File: src/ddo_pkg.sv
// Package for the differential drive odometry block: widths, register
// indexes, reset values, request types, sequencer states and the CORDIC table.
// Depends on nothing; every module of the block imports it.
`timescale 1ns / 1ps

package ddo_pkg;

  // Encoder count width and CORDIC length.
  localparam int COUNT_BITS   = 16;
  localparam int CORDIC_STEPS = 24;

  // Arctangent table: ATAN_LEN entries, of which the CORDIC uses one per iteration.
  localparam int ATAN_LEN   = 30;
  localparam int ATAN_IDX_W = $clog2(ATAN_LEN);
  localparam int ITER_W     = $clog2(CORDIC_STEPS);

  // Widths of the internal datapath.
  localparam int ANGLE_W  = 32;
  localparam int POS_W    = 32;
  localparam int DIFF_W   = COUNT_BITS + 2;
  localparam int MAG_W    = COUNT_BITS + 1;
  localparam int CORDIC_W = 33;
  localparam int TMUL_W   = POS_W + 1;
  localparam int MUL_W    = (DIFF_W > 33) ? DIFF_W : 33;
  localparam int PROD_W   = 2 * MUL_W;
  localparam int RND_W    = PROD_W - 16;

  // Inverse CORDIC gain, Q2.30.
  localparam logic signed [CORDIC_W-1:0] CORDIC_INV_GAIN = 33'sd652032874;

  // Configuration port.
  localparam int CFG_IDX_W  = 3;
  localparam int CFG_DATA_W = 32;

  localparam logic [CFG_IDX_W-1:0] REG_DISTANCE_GAIN = 3'd0;
  localparam logic [CFG_IDX_W-1:0] REG_HEADING_GAIN  = 3'd1;
  localparam logic [CFG_IDX_W-1:0] REG_START_X       = 3'd2;
  localparam logic [CFG_IDX_W-1:0] REG_START_Y       = 3'd3;
  localparam logic [CFG_IDX_W-1:0] REG_START_HEADING = 3'd4;

  localparam logic [CFG_DATA_W-1:0] DISTANCE_GAIN_RST = 32'd539722;
  localparam logic [CFG_DATA_W-1:0] HEADING_GAIN_RST  = 32'd753498;

  typedef struct packed {
    logic signed [COUNT_BITS-1:0] left_count_change;
    logic signed [COUNT_BITS-1:0] right_count_change;
  } ddo_in_t;

  typedef struct packed {
    logic signed [POS_W-1:0]   pos_x;
    logic signed [POS_W-1:0]   pos_y;
    logic        [ANGLE_W-1:0] heading_out;
    logic signed [ANGLE_W-1:0] heading_step;
    logic signed [POS_W-1:0]   travel_step;
  } ddo_out_t;

  typedef enum logic [3:0] {
    ST_IDLE,
    ST_HEAD_MUL,
    ST_TRAVEL_MUL,
    ST_TRAVEL_SAT,
    ST_ROTATE,
    ST_X_MUL,
    ST_Y_MUL,
    ST_Y_ACC,
    ST_DONE
  } ddo_state_e;

  // atan(2^-i) in binary angle units (2^32 per turn).
  function automatic logic [ANGLE_W-1:0] atan_angle(input logic [ATAN_IDX_W-1:0] idx);
    logic [ANGLE_W-1:0] val;
    case (idx)
      5'd0:    val = 32'd536870912;
      5'd1:    val = 32'd316933406;
      5'd2:    val = 32'd167458907;
      5'd3:    val = 32'd85004756;
      5'd4:    val = 32'd42667331;
      5'd5:    val = 32'd21354465;
      5'd6:    val = 32'd10679838;
      5'd7:    val = 32'd5340245;
      5'd8:    val = 32'd2670163;
      5'd9:    val = 32'd1335087;
      5'd10:   val = 32'd667544;
      5'd11:   val = 32'd333772;
      5'd12:   val = 32'd166886;
      5'd13:   val = 32'd83443;
      5'd14:   val = 32'd41722;
      5'd15:   val = 32'd20861;
      5'd16:   val = 32'd10430;
      5'd17:   val = 32'd5215;
      5'd18:   val = 32'd2608;
      5'd19:   val = 32'd1304;
      5'd20:   val = 32'd652;
      5'd21:   val = 32'd326;
      5'd22:   val = 32'd163;
      5'd23:   val = 32'd81;
      5'd24:   val = 32'd41;
      5'd25:   val = 32'd20;
      5'd26:   val = 32'd10;
      5'd27:   val = 32'd5;
      5'd28:   val = 32'd3;
      5'd29:   val = 32'd1;
      default: val = '0;
    endcase
    return val;
  endfunction

endpackage

File: src/diff_drive_odometry.sv
// Top level of the differential drive odometry block: sequencer, shared
// multiplier, CORDIC rotator, pose and configuration registers.
// Depends on ddo_pkg.
`timescale 1ns / 1ps

// Dead-reckoning pose tracker for a two-wheel robot. Each input request carries
// the left and right encoder count changes of one tick; the right count is
// negated inside the block, so both wheels count forward as positive. The count
// difference times heading_gain is the heading change in binary angle units
// (2^32 per turn, wrapping), and the count sum times distance_gain, rounded half
// away from zero and saturated, is the travel step in signed Q16.16 meters. The
// heading is advanced first; x and y then move by travel times cos and sin of
// the new heading, taken from a CORDIC of CORDIC_STEPS iterations, and wrap
// modulo 2^32. One output request is produced per input request. Each item
// passes through the head multiply, travel multiply, travel saturation, CORDIC
// iterations, x and y multiplies, y accumulate and done before the next can be
// accepted; the wait grows only if out_stall_i still holds the previous result
// when the new one is ready. The single shared 33x33 multiplier sets this pace,
// used four times per item, with the one CORDIC add/shift stage, used once per
// iteration. in_stall_o is high while an item is in progress; a finished result
// sits in its own output register, so a new item can be taken while it waits.
// Writing start_x, start_y or start_heading stores the register and reloads the
// whole pose from the three start registers; gain writes leave the pose alone.
// Configuration must be written only while the block is idle.
module diff_drive_odometry
  import ddo_pkg::*;
(
  input  logic                  clk_i,
  input  logic                  rst_ni,
  // Input channel.
  input  logic                  in_valid_i,
  output logic                  in_stall_o,
  input  ddo_in_t               in_req_i,
  // Output channel.
  output logic                  out_valid_o,
  input  logic                  out_stall_i,
  output ddo_out_t              out_req_o,
  // Configuration write port.
  input  logic                  cfg_we_i,
  input  logic [CFG_IDX_W-1:0]  cfg_idx_i,
  input  logic [CFG_DATA_W-1:0] cfg_wdata_i
);

  // Sequencer state.
  ddo_state_e state_q, state_d;
  logic [ITER_W-1:0] iter_q, iter_d;

  // Configuration registers.
  logic [CFG_DATA_W-1:0] distance_gain_q, distance_gain_d;
  logic [CFG_DATA_W-1:0] heading_gain_q, heading_gain_d;
  logic [POS_W-1:0]      start_x_q, start_x_d;
  logic [POS_W-1:0]      start_y_q, start_y_d;
  logic [ANGLE_W-1:0]    start_heading_q, start_heading_d;

  // Pose.
  logic [POS_W-1:0]   x_acc_q, x_acc_d;
  logic [POS_W-1:0]   y_acc_q, y_acc_d;
  logic [ANGLE_W-1:0] heading_acc_q, heading_acc_d;

  // Working registers of the current item.
  logic signed [DIFF_W-1:0]   diff_q, diff_d;
  logic [MAG_W-1:0]           mag_q, mag_d;
  logic                       sum_neg_q, sum_neg_d;
  logic signed [PROD_W-1:0]   prod_q, prod_d;
  logic [ANGLE_W-1:0]         hstep_q, hstep_d;
  logic signed [POS_W-1:0]    travel_q, travel_d;
  logic signed [TMUL_W-1:0]   tmul_q, tmul_d;
  logic signed [CORDIC_W-1:0] cx_q, cx_d;
  logic signed [CORDIC_W-1:0] cy_q, cy_d;
  logic signed [CORDIC_W-1:0] cz_q, cz_d;

  // Output register.
  ddo_out_t out_q, out_d;
  logic     out_valid_q, out_valid_d;

  // Shared multiplier operands.
  logic signed [MUL_W-1:0] mul_a, mul_b;

  // Helpers.
  logic                       in_accept;
  logic                       out_free;
  logic signed [DIFF_W-1:0]   diff_w;
  logic signed [DIFF_W-1:0]   sum_w;
  logic [RND_W-1:0]           travel_rnd;
  logic                       flip;
  logic [ANGLE_W-1:0]         rot_angle;
  logic signed [TMUL_W-1:0]   travel_ext;
  logic signed [CORDIC_W-1:0] cx_shift;
  logic signed [CORDIC_W-1:0] cy_shift;
  logic signed [CORDIC_W-1:0] atan_step;
  logic [POS_W-1:0]           pos_step;

  assign in_stall_o  = (state_q != ST_IDLE);
  assign in_accept   = in_valid_i && !in_stall_o;
  assign out_free    = !out_valid_q || !out_stall_i;
  assign out_valid_o = out_valid_q;
  assign out_req_o   = out_q;

  // Count difference and sum with the right wheel negated.
  assign diff_w = -DIFF_W'(in_req_i.right_count_change) - DIFF_W'(in_req_i.left_count_change);
  assign sum_w  = DIFF_W'(in_req_i.left_count_change) - DIFF_W'(in_req_i.right_count_change);

  // Travel is |sum| * gain rounded at Q16.16; the product bit below the cut
  // rounds the magnitude half up, which is half away from zero overall.
  assign travel_rnd = RND_W'(prod_q[PROD_W-1:16]) + RND_W'(prod_q[15]);

  // The CORDIC converges over half a turn, so headings in the back half are
  // turned around and the results negated (folded into the travel operand).
  assign flip      = heading_acc_q[ANGLE_W-1] ^ heading_acc_q[ANGLE_W-2];
  assign rot_angle = {heading_acc_q[ANGLE_W-1] ^ flip, heading_acc_q[ANGLE_W-2:0]};
  assign travel_ext = TMUL_W'(travel_d);

  // Shared CORDIC stage.
  assign cx_shift  = cx_q >>> iter_q;
  assign cy_shift  = cy_q >>> iter_q;
  assign atan_step = $signed({1'b0, atan_angle(ATAN_IDX_W'(iter_q))});

  // Position step: product rounded half up at bit 30, low 32 bits kept.
  assign pos_step = prod_q[61:30] + POS_W'(prod_q[29]);

  // Next state.
  always_comb begin
    state_d = state_q;
    unique case (state_q)
      ST_IDLE:       if (in_accept) state_d = ST_HEAD_MUL;
      ST_HEAD_MUL:   state_d = ST_TRAVEL_MUL;
      ST_TRAVEL_MUL: state_d = ST_TRAVEL_SAT;
      ST_TRAVEL_SAT: state_d = ST_ROTATE;
      ST_ROTATE:     if (iter_q == ITER_W'(CORDIC_STEPS - 1)) state_d = ST_X_MUL;
      ST_X_MUL:      state_d = ST_Y_MUL;
      ST_Y_MUL:      state_d = ST_Y_ACC;
      ST_Y_ACC:      state_d = ST_DONE;
      ST_DONE:       if (out_free) state_d = ST_IDLE;
      default:       state_d = ST_IDLE;
    endcase
  end

  // Multiplier operand selection.
  always_comb begin
    mul_a = '0;
    mul_b = '0;
    case (state_q)
      ST_HEAD_MUL: begin
        mul_a = MUL_W'(diff_q);
        mul_b = MUL_W'(heading_gain_q);
      end
      ST_TRAVEL_MUL: begin
        mul_a = MUL_W'(mag_q);
        mul_b = MUL_W'(distance_gain_q);
      end
      ST_X_MUL: begin
        mul_a = MUL_W'(tmul_q);
        mul_b = MUL_W'(cx_q);
      end
      ST_Y_MUL: begin
        mul_a = MUL_W'(tmul_q);
        mul_b = MUL_W'(cy_q);
      end
      default: begin
        mul_a = '0;
        mul_b = '0;
      end
    endcase
  end

  // Datapath and register updates.
  always_comb begin
    distance_gain_d = distance_gain_q;
    heading_gain_d  = heading_gain_q;
    start_x_d       = start_x_q;
    start_y_d       = start_y_q;
    start_heading_d = start_heading_q;
    x_acc_d         = x_acc_q;
    y_acc_d         = y_acc_q;
    heading_acc_d   = heading_acc_q;
    iter_d          = iter_q;
    diff_d          = diff_q;
    mag_d           = mag_q;
    sum_neg_d       = sum_neg_q;
    prod_d          = mul_a * mul_b;
    hstep_d         = hstep_q;
    travel_d        = travel_q;
    tmul_d          = tmul_q;
    cx_d            = cx_q;
    cy_d            = cy_q;
    cz_d            = cz_q;
    out_d           = out_q;
    out_valid_d     = out_valid_q;

    if (out_valid_q && !out_stall_i) begin
      out_valid_d = 1'b0;
    end

    case (state_q)
      ST_IDLE: begin
        if (in_accept) begin
          diff_d    = diff_w;
          sum_neg_d = sum_w[DIFF_W-1];
          mag_d     = sum_w[DIFF_W-1] ? MAG_W'(-sum_w) : MAG_W'(sum_w);
        end
      end
      ST_TRAVEL_MUL: begin
        hstep_d       = prod_q[ANGLE_W-1:0];
        heading_acc_d = heading_acc_q + prod_q[ANGLE_W-1:0];
      end
      ST_TRAVEL_SAT: begin
        if (sum_neg_q) begin
          if (travel_rnd > RND_W'(64'h8000_0000)) begin
            travel_d = 32'sh8000_0000;
          end else begin
            travel_d = -$signed(travel_rnd[POS_W-1:0]);
          end
        end else begin
          if (travel_rnd > RND_W'(64'h7FFF_FFFF)) begin
            travel_d = 32'sh7FFF_FFFF;
          end else begin
            travel_d = $signed(travel_rnd[POS_W-1:0]);
          end
        end
        tmul_d = flip ? -travel_ext : travel_ext;
        cx_d   = CORDIC_INV_GAIN;
        cy_d   = '0;
        cz_d   = CORDIC_W'($signed(rot_angle));
        iter_d = '0;
      end
      ST_ROTATE: begin
        if (!cz_q[CORDIC_W-1]) begin
          cx_d = cx_q - cy_shift;
          cy_d = cy_q + cx_shift;
          cz_d = cz_q - atan_step;
        end else begin
          cx_d = cx_q + cy_shift;
          cy_d = cy_q - cx_shift;
          cz_d = cz_q + atan_step;
        end
        iter_d = iter_q + ITER_W'(1);
      end
      ST_Y_MUL: begin
        x_acc_d = x_acc_q + pos_step;
      end
      ST_Y_ACC: begin
        y_acc_d = y_acc_q + pos_step;
      end
      ST_DONE: begin
        if (out_free) begin
          out_d.pos_x        = $signed(x_acc_q);
          out_d.pos_y        = $signed(y_acc_q);
          out_d.heading_out  = heading_acc_q;
          out_d.heading_step = $signed(hstep_q);
          out_d.travel_step  = travel_q;
          out_valid_d        = 1'b1;
        end
      end
      default: begin
      end
    endcase

    // Configuration writes must arrive only while idle; the block does not check.
    // A start write reloads the whole pose from the start registers and new value.
    if (cfg_we_i) begin
      unique case (cfg_idx_i)
        REG_DISTANCE_GAIN: distance_gain_d = cfg_wdata_i;
        REG_HEADING_GAIN:  heading_gain_d  = cfg_wdata_i;
        REG_START_X:       start_x_d       = cfg_wdata_i;
        REG_START_Y:       start_y_d       = cfg_wdata_i;
        REG_START_HEADING: start_heading_d = cfg_wdata_i;
        default: begin
        end
      endcase
      if (cfg_idx_i == REG_START_X || cfg_idx_i == REG_START_Y ||
          cfg_idx_i == REG_START_HEADING) begin
        x_acc_d       = start_x_d;
        y_acc_d       = start_y_d;
        heading_acc_d = start_heading_d;
      end
    end
  end

  // Control, configuration and pose registers.
  always_ff @(posedge clk_i or negedge rst_ni) begin
    if (!rst_ni) begin
      state_q         <= ST_IDLE;
      iter_q          <= '0;
      out_valid_q     <= 1'b0;
      distance_gain_q <= DISTANCE_GAIN_RST;
      heading_gain_q  <= HEADING_GAIN_RST;
      start_x_q       <= '0;
      start_y_q       <= '0;
      start_heading_q <= '0;
      x_acc_q         <= '0;
      y_acc_q         <= '0;
      heading_acc_q   <= '0;
    end else begin
      state_q         <= state_d;
      iter_q          <= iter_d;
      out_valid_q     <= out_valid_d;
      distance_gain_q <= distance_gain_d;
      heading_gain_q  <= heading_gain_d;
      start_x_q       <= start_x_d;
      start_y_q       <= start_y_d;
      start_heading_q <= start_heading_d;
      x_acc_q         <= x_acc_d;
      y_acc_q         <= y_acc_d;
      heading_acc_q   <= heading_acc_d;
    end
  end

  // Working and output payload registers.
  always_ff @(posedge clk_i) begin
    diff_q    <= diff_d;
    mag_q     <= mag_d;
    sum_neg_q <= sum_neg_d;
    prod_q    <= prod_d;
    hstep_q   <= hstep_d;
    travel_q  <= travel_d;
    tmul_q    <= tmul_d;
    cx_q      <= cx_d;
    cy_q      <= cy_d;
    cz_q      <= cz_d;
    out_q     <= out_d;
  end

endmodule
File: config.mk
export PLATFORM = sky130hd
export DESIGN_NAME = diff_drive_odometry
export DESIGN_NICKNAME = d
export VERILOG_FILES = /design/src/ddo_pkg.sv /design/src/diff_drive_odometry.sv
export SDC_FILE = /design/constraint.sdc
export NUM_CORES = 2
export LEC_CHECK = 0
export ABC_CLOCK_PERIOD_IN_PS = 11400
export BUFFER_PORTS_ARGS = -buffer_cell sky130_fd_sc_hd__buf_4
export CAP_MARGIN = 20
export CORE_UTILIZATION = 40
export CTS_CLUSTER_SIZE = 30
export DETAILED_ROUTE_END_ITERATION = 7
export GPL_ROUTABILITY_DRIVEN = 0
export HOLD_SLACK_MARGIN = 0.02
export SLEW_MARGIN = 20
export SYNTH_ARGS = -nofsm -noshare
export SYNTH_HDL_FRONTEND = slang
export SYNTH_SLANG_ARGS = --single-unit
export TNS_END_PERCENT = 100
File: constraint.sdc
create_clock -name clk_i -period 11.4 [get_ports clk_i]
set_input_delay 0.57 -clock clk_i [delete_from_list [all_inputs] [get_ports clk_i]]
set_output_delay 0.57 -clock clk_i [all_outputs]
set_load 0.005 [all_outputs]
==> flow_metrics.py <==
metrics = {
    "outcome": {
        "run_status": "finished clean",
    },
    "grt": {
        "grt_max_degree": 142,
        "grt_pass1_vias": 67700,
        "grt_overflow": 0,
        "grt_antenna_before_repair": 13,
        "grt_pass1_wl_mm": 434,
        "grt_usage": 0.273,
    },
    "critical_path": {
        "path_common_cell": "fa_1",
        "critPathLaunchType": "flip-flop",
        "worst_setup_path_end_kind": "flip-flop",
        "worstSetupPathType": "reg2reg",
        "path_max_fanout": 17,
        "crit_path_top_delay_cell": "nor2_2",
        "critPathMaxStageDelay_ps": 730,
        "worst_ep_arrival_time_ps": 11520,
        "cp.required_ps": 12040,
        "reg2reg_from": "state_q[3]",
        "ff2ff_path_depth": 31,
        "r2r_slack_ps": 520,
        "worstReg2RegEnd": "prod_q[63]",
    },
    "synth": {
        "ys_ff_latch": 723,
        "synth.top_cells.by_count": "1284 x nand2_1, 1259 x inv_1, 1153 x fa_1",
        "synth_top_area_frac": 0.274,
        "syn-cell-area_sq_um": 84200,
        "synth_cell_types": 105,
        "avgSynthCellArea_sq_um": 9.45,
        "synth_largest_area_cell": "fa_1",
        "syn-instance-count": 8915,
        "ys_warn_count": 0,
        "synth_most_common_cell": "nand2_1",
        "async_flop_share": 0.368,
        "synthTopCellsByArea": "fa_1 27%, edfxtp_1 13%, dfrtp_1 7.2%",
        "synth_nets": 10600,
        "ys.flop_type": "edfxtp_1",
        "seq_area_frac_synth": 0.231,
        "synth-edff-count": 359,
    },
    "routing": {
        "vias": 67600,
        "ant_nets": 0,
        "drt_wl_total_mm": 289,
        "wl_per_cell_um": 24.5,
        "first_pass_iters": 6,
        "dr.first_iter.drc_count": 7378,
        "viasPerCell": 5.73,
        "drc": 0,
    },
    "placed_design": {
        "place_ws_ps": 488,
        "portBuffers": 233,
        "hpwl_mm": 231,
    },
    "final_layout": {
        "fillCellCount": 20100,
        "drive_above_1_share": 0.100,
        "nets": 10600,
        "area_delta_synth_final_pct": 9.20,
    },
    "cts": {
        "ctsRootBufferMaster": "clkbuf_16",
        "path_clk_slew_ps": 70,
        "cts_tree": "built",
        "cts_htree_levels": 3,
        "cts.path.max_buffers": 3,
        "cts_sinks": 723,
        "cts_buffers": 82,
        "clk_latency_ps": 760,
    },
    "timing": {
        "min_period_over_period": 0.954,
        "fin_crit_ps": 10880,
        "tightest_slew_ps": 1320,
        "rsz0062_at_grt": "false",
        "hold_viol": 0,
        "setup_viol": 0,
        "slew_headroom": 0.116,
        "fmax_ghz": 0.0919,
        "finalMaxSlewViolations": 0,
        "clock_skew_ps": 91.0,
        "finalSetupTns_ps": 0,
        "worst_slack_ps": 520,
    },
    "worst_hold_path": {
        "whs_path_depth": 3,
        "min_from": "in_valid_i",
        "hold_path.class": "in2reg",
        "holdPathEnd": "state_q[0]",
    },
    "run": {
        "max_cap_viol_count": 0,
    },
    "floorplan": {
        "chipHeight_um": 461,
        "core_area_sq_um": 209000,
        "rows": 168,
        "die_w_um": 461,
        "dieArea_sq_um": 212000,
        "io_pins": 234,
        "start_util": 0.402,
    },
}
-- sequential cells by signal, indices dropped and copies added (netlist names), 33 cells and up --
name / cells
out_req_o: 160
prod_q: 66
cx_q: 33
cy_q: 33
cz_q: 33
tmul_q: 33
-- metal layers --
metal  track usage  wire length [um]  up-vias
li1              -                 -    29300
met1         0.370            117000    34200
met2         0.406            125000     3428
met3        0.0624             29000      730
met4         0.149             18800       14
met5             0                92        -
-- critical path: cells and delay by family (launching register included) --
family	cells	cell delay (ps)
flip-flops	1	460
adder cells (fa/ha/maj)	9	4540
XOR/XNOR	1	160
AND/OR/NAND/NOR	4	1970
buffers and inverters	6	630
AO/OA/AOI/OAI	11	3010
-- cells by family (layout without fill, tap and decap cells) --
group / after synthesis / count (layout) / synth area share
AND/OR/NAND/NOR: 2738 / 2738 / 0.142
flip-flops: 723 / 723 / 0.231
adder cells (fa/ha/maj): 1624 / 1624 / 0.344
XOR/XNOR: 469 / 469 / 0.0488
AO/OA/AOI/OAI: 1347 / 1347 / 0.105
multiplexers: 314 / 314 / 0.0534
other: 0 / 1 / 0
buffers and inverters: 1700 / 1785 / 0.0767
-- stage by stage --
step                      instances  utilization  instance area [sq um]  hold WS [ps]
after floorplan                8915            -                  84200           274
after global placement        11600        0.425                  88900           402
after detailed placement      11600        0.425                  89000           405
after CTS                     11800        0.439                  91900          78.8
after global routing          11800        0.439                  92000           155
final                         11800        0.439                  92000           117
-- timing repair --
action	4_1_cts	5_1_grt
resized for setup	0	2
setup endpoints to repair	0	9
setup buffers	0	0
hold buffers	1	0
hold endpoints to repair	70	0
-- placed cells by master, fill, tap and decap left out, drive strengths merged, types with 53 or more instances in the layout --
cell and n:
nor2 780, a21o 115, a211oi 94, o21ai 231
dfxtp 98, a31oi 155, mux2 182, and3 77
a21oi 341, inv 1269, edfxtp 359, ha 471
clkbuf 106, xnor2 285, mux4 90, fa 1153
a22oi 86, xor2 184, nand3 104, buf 365
nand2 1285, nor3 112, and2 81, dfrtp 244
nor2b 53
-- final cells by class --
class | instances | area (sq um) | share of cell area
repair buffers | 366 | 2860 | 0.0311
diodes | 1 | 2.50 | 0.0000272
multi-input cells | 6492 | 58500 | 0.636
inverters | 1265 | 4750 | 0.0517
clock inverters | 48 | 619 | 0.00673
well taps | 2805 | 3510 | 0.0381
flip-flops and latches | 723 | 19400 | 0.211
clock buffers | 106 | 2280 | 0.0247
-- worst max path at each step --
stage	from	endpoint	depth (start not counted)
final	state_q[3]	prod_q[63]	31
after global routing	state_q[3]	prod_q[58]	33
after CTS	state_q[0]	prod_q[63]	31
after detailed placement	state_q[1]	prod_q[63]	31
after global placement	state_q[1]	prod_q[63]	32
after floorplan	state_q[1]	prod_q[63]	39
Power is not shown: default switching activity piles up to over one toggle a cycle in this logic, so the estimate is an artifact.
